## config.mk

```make
export PLATFORM = sky130hd
export DESIGN_NAME = button_alarm_set_and_dimmer_top
export DESIGN_NICKNAME = d
export VERILOG_FILES = /design/src/basd_pkg.sv /design/src/button_alarm_set_and_dimmer_top.sv
export VERILOG_INCLUDE_DIRS = /design/src /design/src/src
export SDC_FILE = /design/constraint.sdc
export NUM_CORES = 1
export LEC_CHECK = 0
export ABC_CLOCK_PERIOD_IN_PS = 1650
export BUFFER_PORTS_ARGS = -buffer_cell sky130_fd_sc_hd__buf_2
export CAP_MARGIN = 30
export CORE_ASPECT_RATIO = 0.9
export CORE_UTILIZATION = 47
export DETAILED_ROUTE_END_ITERATION = 10
export PLACE_DENSITY = 0.77
export SYNTH_ARGS = -nofsm -noshare
export SYNTH_HDL_FRONTEND = slang
export SYNTH_SLANG_ARGS = --single-unit
```

## constraint.sdc

```tcl
create_clock -name aclk -period 1.65 [get_ports aclk]
set_input_delay 0.33 -clock aclk [delete_from_list [all_inputs] [get_ports aclk]]
set_output_delay 0.33 -clock aclk [all_outputs]
set_load 0.01 [all_outputs]
```

## src/button_alarm_set_and_dimmer_top_defines.svh

```systemverilog
// Assertion macros for the button decoder and dimmer.
`ifndef BUTTON_ALARM_SET_AND_DIMMER_TOP_DEFINES_SVH
`define BUTTON_ALARM_SET_AND_DIMMER_TOP_DEFINES_SVH

// Same-cycle implication, checked out of reset.
`define BASD_ASSERT_NOW(label, ante, cons, msg) \
    label: assert property (@(posedge aclk) disable iff (!aresetn) \
        (ante) |-> (cons)) else $error(msg);

// Next-cycle implication, checked out of reset.
`define BASD_ASSERT_NEXT(label, ante, cons, msg) \
    label: assert property (@(posedge aclk) disable iff (!aresetn) \
        (ante) |=> (cons)) else $error(msg);

`endif

```

## src/basd_pkg.sv

```systemverilog
`timescale 1ns / 1ps
`default_nettype none

package basd_pkg;

    localparam int unsigned PIN_HOUR    = 0;
    localparam int unsigned PIN_TOUCH   = 1;
    localparam int unsigned PIN_QUARTER = 3;
    localparam int unsigned PIN_MINUTE  = 4;
    localparam int unsigned PIN_ALARM   = 7;

    localparam logic [7:0] SET_MASK = 8'b0001_1001;

    localparam logic [4:0] HOUR_LAST    = 5'd23;
    localparam logic [5:0] MINUTE_LAST  = 6'd59;
    localparam logic [5:0] QUARTER_STEP = 6'd15;
    localparam logic [5:0] QUARTER_TOP  = 6'd45;

    localparam logic [15:0] DUTY_STEP0 = 16'd2500;
    localparam logic [15:0] DUTY_STEP1 = 16'd14000;
    localparam logic [15:0] DUTY_STEP2 = 16'd28000;
    localparam logic [15:0] DUTY_STEP3 = 16'd45000;
    localparam logic [15:0] DUTY_MAX   = 16'd65535;

    // Next rung of the dimmer ladder above the given level.
    function automatic logic [15:0] next_duty(input logic [15:0] level);
        logic [15:0] rung;
        if (level < DUTY_STEP0) begin
            rung = DUTY_STEP0;
        end else if (level < DUTY_STEP1) begin
            rung = DUTY_STEP1;
        end else if (level < DUTY_STEP2) begin
            rung = DUTY_STEP2;
        end else if (level < DUTY_STEP3) begin
            rung = DUTY_STEP3;
        end else begin
            rung = DUTY_MAX;
        end
        return rung;
    endfunction

endpackage

`default_nettype wire

```

## src/button_alarm_set_and_dimmer_top.sv

```systemverilog
// Channel | Direction | Handshake          | Beat contents
// s_      | in        | s_valid / s_ready  | pin_levels, mode_set_alarm
// m_      | out       | m_valid / m_ready  | events, alarm time, duty, timer
//
// One beat in, one beat out; a new beat is taken every cycle while s_ready is high.
// The result is registered: the decode and the store updates sit between the
// input port and the result register.
// s_ready is high whenever the result register is empty or being drained.
// Synchronous active-low reset: pin history to ones, state zero, payload kept.
`timescale 1ns / 1ps
`default_nettype none

`include "button_alarm_set_and_dimmer_top_defines.svh"

module button_alarm_set_and_dimmer_top (
    input  wire logic        aclk,
    input  wire logic        aresetn,
    input  wire logic        s_valid,
    output logic             s_ready,
    input  wire logic [7:0]  s_pin_levels,
    input  wire logic        s_mode_set_alarm,
    output logic             m_valid,
    input  wire logic        m_ready,
    output logic             m_alarm_event,
    output logic             m_touch_event,
    output logic             m_display_update,
    output logic [4:0]       m_alarm_hours,
    output logic [5:0]       m_alarm_minutes,
    output logic [12:0]      m_alarm_time,
    output logic             m_duty_write,
    output logic [15:0]      m_duty_value,
    output logic             m_timer_on
);

    logic [7:0]  pin_history_reg;
    logic        phase_reg;
    logic [4:0]  hour_reg;
    logic [5:0]  minute_reg;
    logic [15:0] duty_reg;
    logic        timer_reg;

    logic        phase_next;
    logic [4:0]  hour_next;
    logic [5:0]  minute_next;
    logic [15:0] duty_next;
    logic        timer_next;
    logic        alarm_ev;
    logic        touch_ev;
    logic        disp;

    logic        m_valid_reg;
    logic        alarm_ev_reg;
    logic        touch_ev_reg;
    logic        disp_reg;
    logic        dwrite_reg;

    logic [7:0]  changed;
    logic        sel_alarm;
    logic        sel_set;
    logic        sel_touch;
    logic        act;
    logic        accept;

    assign accept  = s_valid && s_ready;
    assign s_ready = !m_valid_reg || m_ready;

    assign changed   = s_pin_levels ^ pin_history_reg;
    assign sel_alarm = changed[basd_pkg::PIN_ALARM];
    assign sel_set   = !sel_alarm && s_mode_set_alarm && ((changed & basd_pkg::SET_MASK) != 8'd0);
    assign sel_touch = !sel_alarm && !sel_set && changed[basd_pkg::PIN_TOUCH];
    assign act       = !phase_reg;

    always_comb begin
        phase_next  = phase_reg;
        hour_next   = hour_reg;
        minute_next = minute_reg;
        duty_next   = duty_reg;
        timer_next  = timer_reg;
        alarm_ev    = 1'b0;
        touch_ev    = 1'b0;
        disp        = 1'b0;
        if (sel_alarm || sel_set || sel_touch) begin
            // shared phase: act on one change, skip the next
            phase_next = !phase_reg;
        end
        if (sel_alarm) begin
            alarm_ev = act;
        end else if (sel_set) begin
            disp = 1'b1;
            if (act) begin
                if (changed[basd_pkg::PIN_HOUR]) begin
                    hour_next = (hour_reg < basd_pkg::HOUR_LAST) ? hour_reg + 5'd1 : 5'd0;
                end else if (changed[basd_pkg::PIN_QUARTER]) begin
                    minute_next = (minute_reg < basd_pkg::QUARTER_TOP)
                                ? minute_reg + basd_pkg::QUARTER_STEP
                                : minute_reg - basd_pkg::QUARTER_TOP;
                end else begin
                    minute_next = (minute_reg < basd_pkg::MINUTE_LAST)
                                ? minute_reg + 6'd1 : 6'd0;
                end
            end
        end else if (sel_touch && act) begin
            touch_ev = 1'b1;
            if (duty_reg == basd_pkg::DUTY_MAX) begin
                duty_next  = 16'd0;
                timer_next = 1'b0;
            end else begin
                duty_next  = basd_pkg::next_duty(duty_reg);
                timer_next = 1'b1;
            end
        end
    end

    always_ff @(posedge aclk) begin
        if (!aresetn) begin
            pin_history_reg <= 8'hFF;
            phase_reg       <= 1'b0;
            hour_reg        <= 5'd0;
            minute_reg      <= 6'd0;
            duty_reg        <= 16'd0;
            timer_reg       <= 1'b0;
            m_valid_reg     <= 1'b0;
        end else begin
            if (accept) begin
                pin_history_reg <= s_pin_levels;
                phase_reg       <= phase_next;
                hour_reg        <= hour_next;
                minute_reg      <= minute_next;
                duty_reg        <= duty_next;
                timer_reg       <= timer_next;
                m_valid_reg     <= 1'b1;
            end else if (m_ready) begin
                m_valid_reg <= 1'b0;
            end
        end
    end

    // result payload: load on every accepted beat, hold otherwise
    always_ff @(posedge aclk) begin
        if (accept) begin
            alarm_ev_reg <= alarm_ev;
            touch_ev_reg <= touch_ev;
            disp_reg     <= disp;
            dwrite_reg   <= touch_ev;
        end
    end

    assign m_valid          = m_valid_reg;
    assign m_alarm_event    = alarm_ev_reg;
    assign m_touch_event    = touch_ev_reg;
    assign m_display_update = disp_reg;
    assign m_alarm_hours    = hour_reg;
    assign m_alarm_minutes  = minute_reg;
    assign m_alarm_time     = {hour_reg, 2'b00, minute_reg};
    assign m_duty_write     = dwrite_reg;
    assign m_duty_value     = duty_reg;
    assign m_timer_on       = timer_reg;

    `BASD_ASSERT_NOW(a_timer_tracks_duty, m_valid,
        m_timer_on == (m_duty_value != 16'd0), "timer power disagrees with duty level")
    `BASD_ASSERT_NOW(a_one_event, m_valid,
        !(m_alarm_event && m_touch_event) && !(m_display_update && m_alarm_event)
        && !(m_display_update && m_touch_event), "more than one event in a beat")
    `BASD_ASSERT_NOW(a_write_with_touch, m_valid && m_duty_write,
        m_touch_event, "duty write without touch event")
    `BASD_ASSERT_NEXT(a_skip_after_touch, accept && touch_ev && changed[basd_pkg::PIN_TOUCH]
        && !sel_alarm, phase_reg, "phase not advanced after touch press")

endmodule

`default_nettype wire

```

==> out/results.tsv <==
metric	value	unit
status	finished, violations left	
failing checks	design-rule violations	
max-slew violations	0	
fin crit share	0.960	
number of hold buffers added after cts	0	
RSZ-0062 raised after global routing	no	
slowest stage cell, crit path	or4_1	
Ant. Diodes	0	
dpl ws	-0.0635	ns
CTS clk-pin slew, worst paths	0.08	ns
min cycle time layout	1.58	ns
TritonCTS clock tree	done	
CTS sink cnt	32	
Die Footprint	0.00458	mm2
GRT overflow	0	
worst-margin pin slew	0.503	ns
reg2reg start	m_duty_value[5]$_SDFFE_PN0P_	
num rows	22	
GPL Wtd Cong	0.879	
Pre-Repair DR Iteration Count	8	
Mapped Area	0.00203	mm2
Synth Area per Inst	7.95	um2
hold path start	s_pin_levels[1]	
Reg2Reg Setup Slack	0.07	ns
Hold Fails Final Rpt	0	
Synth Register Bits	32	
max reg flops	10	
met2 wire length	2.05	mm
GRT Resource Usage Total	0.221	
Leak	1.22	nW
max cap viols	0	
Slew HR	0.661	
via count	2090	
wire length on met3	328	um
initial antenna violation count	0	
Core ar.	0.00410	mm2
CP startpoint kind	flip-flop	
first-pass GRT wire length	8.16	mm
crit path max fanout	4	
FILL cells	357	
Distinct cells, synth	52	
Post-synth EDFFs	3	
final setup violation count	0	
critical path, cell by cell	nand3_1, or4_1, nor2b_2, o21ai_0, o22ai_1	
synth-to-layout area growth	30.1	%
Initial Util	0.495	
WL met1	2.21	mm
Worst R2R Path Depth	5	
CP Buf/Inv Count	0	
PnR Total Power	1.90	mW
CTS Buf Count	5	
Clock Root Buffer	clkbuf_8	
die extent in x	71.2	um
Max Clock Freq	0.631	GHz
Routed WL	4.63	mm
WL/cell	12.3	um
Die H	64.3	um
largest net degree at the start of global routing	22	
Top Metal Used	met4	
DR iter-0 viols	213	
clock skew	0.0124	ns
post-route ant nets	0	
Hold EP	pin_history_reg[1]$_SDFFE_PN1P_	
reg2reg end	m_duty_value[12]$_SDFFE_PN0P_	
Largest stage delay, worst path	0.59	ns
Ports	60	
Final WS setup	0.0654	ns
most common flop cell mapped by yosys	dfxtp_1	
Mapped Cells	255	
Port Buf Inserts	54	
share of cells above drive strength 1	0.367	
fraction of the yosys area taken by sequential cells	0.331	
Pwr per Cell Area	722	mW/mm2
H-tree levels	2	
via/cell ratio	5.53	
clk_lat worst skew	0.29	ns
HPWL Detailed	3.53	mm
Largest delay share family, worst path	simple AND/OR/NAND/NOR gates	
maximum vdd drop	563	uV
worst path arrival time	1.75	ns
vias in the first global route	1827	
Setup TNS Final	0	ns
Nets	345	
Min Hold Slack	0.282	ns
data required time at the worst endpoint	1.81	ns
FFs w/ async S/R, synth	0	
Syn. warnings	0	
Hold WC Path Type	in2reg	
crit path capture type	flip-flop	
hold depth	3	
clock tree buffer depth	2	
Residual DRC	7	
CP Class	reg2reg	
==> per-stage QoR <==
stage	utilization	std cells	area [um2]
2_1_floorplan	-	256	2030
3_3_place_gp	0.610	369	2500
3_5_place_dp	0.610	369	2500
4_1_cts	0.636	377	2610
5_1_grt	0.643	378	2640
6_report	0.643	378	2640
==> report_power, final <==
| part | internal (mW) | switching, mW |
|---|---|---|
| sequential | 0.819 | 0.0279 |
| clock | 0.385 | 0.298 |
| combinational | 0.186 | 0.190 |
==> routing by layer <==
layer  track usage  vias to the layer above
met5             0                        -
met4        0.0625                        0
met3        0.0457                        8
met2         0.329                       99
met1         0.319                      958
li1              -                     1025
==> worst max-delay path by stage <==
stage,slack [ns],end,depth (start not counted),from
floorplan,0.03,m_duty_value[3]$_SDFFE_PN0P_,6,m_duty_value[3]$_SDFFE_PN0P_
global placement,-0.02,m_duty_value[14]$_SDFFE_PN0P_,7,s_pin_levels[7]
detailed placement,-0.06,m_alarm_hours[1]$_SDFFE_PN0P_,8,s_pin_levels[7]
CTS,0.02,m_alarm_hours[1]$_SDFFE_PN0P_,7,pin_history_reg[7]$_SDFFE_PN1P_
global route,0.004,m_alarm_minutes[4]$_SDFFE_PN0P_,6,pin_history_reg[7]$_SDFFE_PN1P_
finish,0.07,m_duty_value[12]$_SDFFE_PN0P_,5,m_duty_value[5]$_SDFFE_PN0P_
==> cell usage in the layout, fill, tap and decap left out, types with 3 or more instances in the layout <==
cell / n
a21boi_0: 4
a31oi_1: 3
o22ai_1: 10
nand2_1: 39
buf_4: 40
and2_1: 3
xor2_1: 4
o21ai_0: 13
nor2b_1: 5
and3_1: 3
dfxtp_1: 27
inv_1: 9
edfxtp_1: 3
a21boi_1: 4
o211a_1: 3
buf_2: 54
nor4_1: 3
nand3b_1: 3
nor3_1: 6
nand3_1: 15
clkbuf_8: 5
a21oi_1: 6
nor2_1: 20
==> worst reg2reg max path, stage by stage, from the launching register on <==
cell	delay, ns
dfxtp_1	0.36
nand3_1	0.10
or4_1	0.59
nor2b_2	0.22
o21ai_0	0.09
o22ai_1	0.11
==> layout make-up <==
| cell class | instances | area, um2 | share of cell area |
|---|---|---|---|
| flip-flops and latches | 32 | 673 | 0.255 |
| repair buffers | 96 | 611 | 0.231 |
| clock buffers | 6 | 93.8 | 0.0356 |
| clock inverters | 2 | 12.5 | 0.00474 |
| multi-input cells | 185 | 1150 | 0.438 |
| inverters | 9 | 33.8 | 0.0128 |
| well taps | 48 | 60.1 | 0.0228 |
==> what timing repair did <==
item / 4_1_cts / 5_1_grt
endpoints found under the setup margin: 0 / 20
buffers inserted: 0 / 1
gates resized for setup: 0 / 9
==> logic make-up (layout without fill, tap and decap cells) <==
| group | Yosys count | in the layout | synth area share |
|---|---|---|---|
| compound gates | 62 | 62 | 0.217 |
| xor+xnor | 8 | 8 | 0.0475 |
| buf+inv | 39 | 113 | 0.112 |
| fa+ha+maj | 3 | 3 | 0.0185 |
| mux | 1 | 1 | 0.00494 |
| other cells | 1 | 2 | 0.00185 |
| flops | 32 | 32 | 0.331 |
| simple gates | 109 | 109 | 0.268 |
==> cells in the mapped netlist (all sizes together) (4+ instances only) <==
library cell	number	area, um2
o21ai	14	70.1
inv	9	33.8
a21boi	9	71.3
o22ai	10	62.6
nor2	21	86.3
nor3	7	46.3
clkbuf	8	30.0
nand3	15	75.1
xor2	6	78.8
dfxtp	29	581
nand2	39	146
buf	22	163
a21oi	6	30.0
nor2b	6	37.5
and3	4	25.0
No activity file was read; power rests on OpenSTA's default activity.
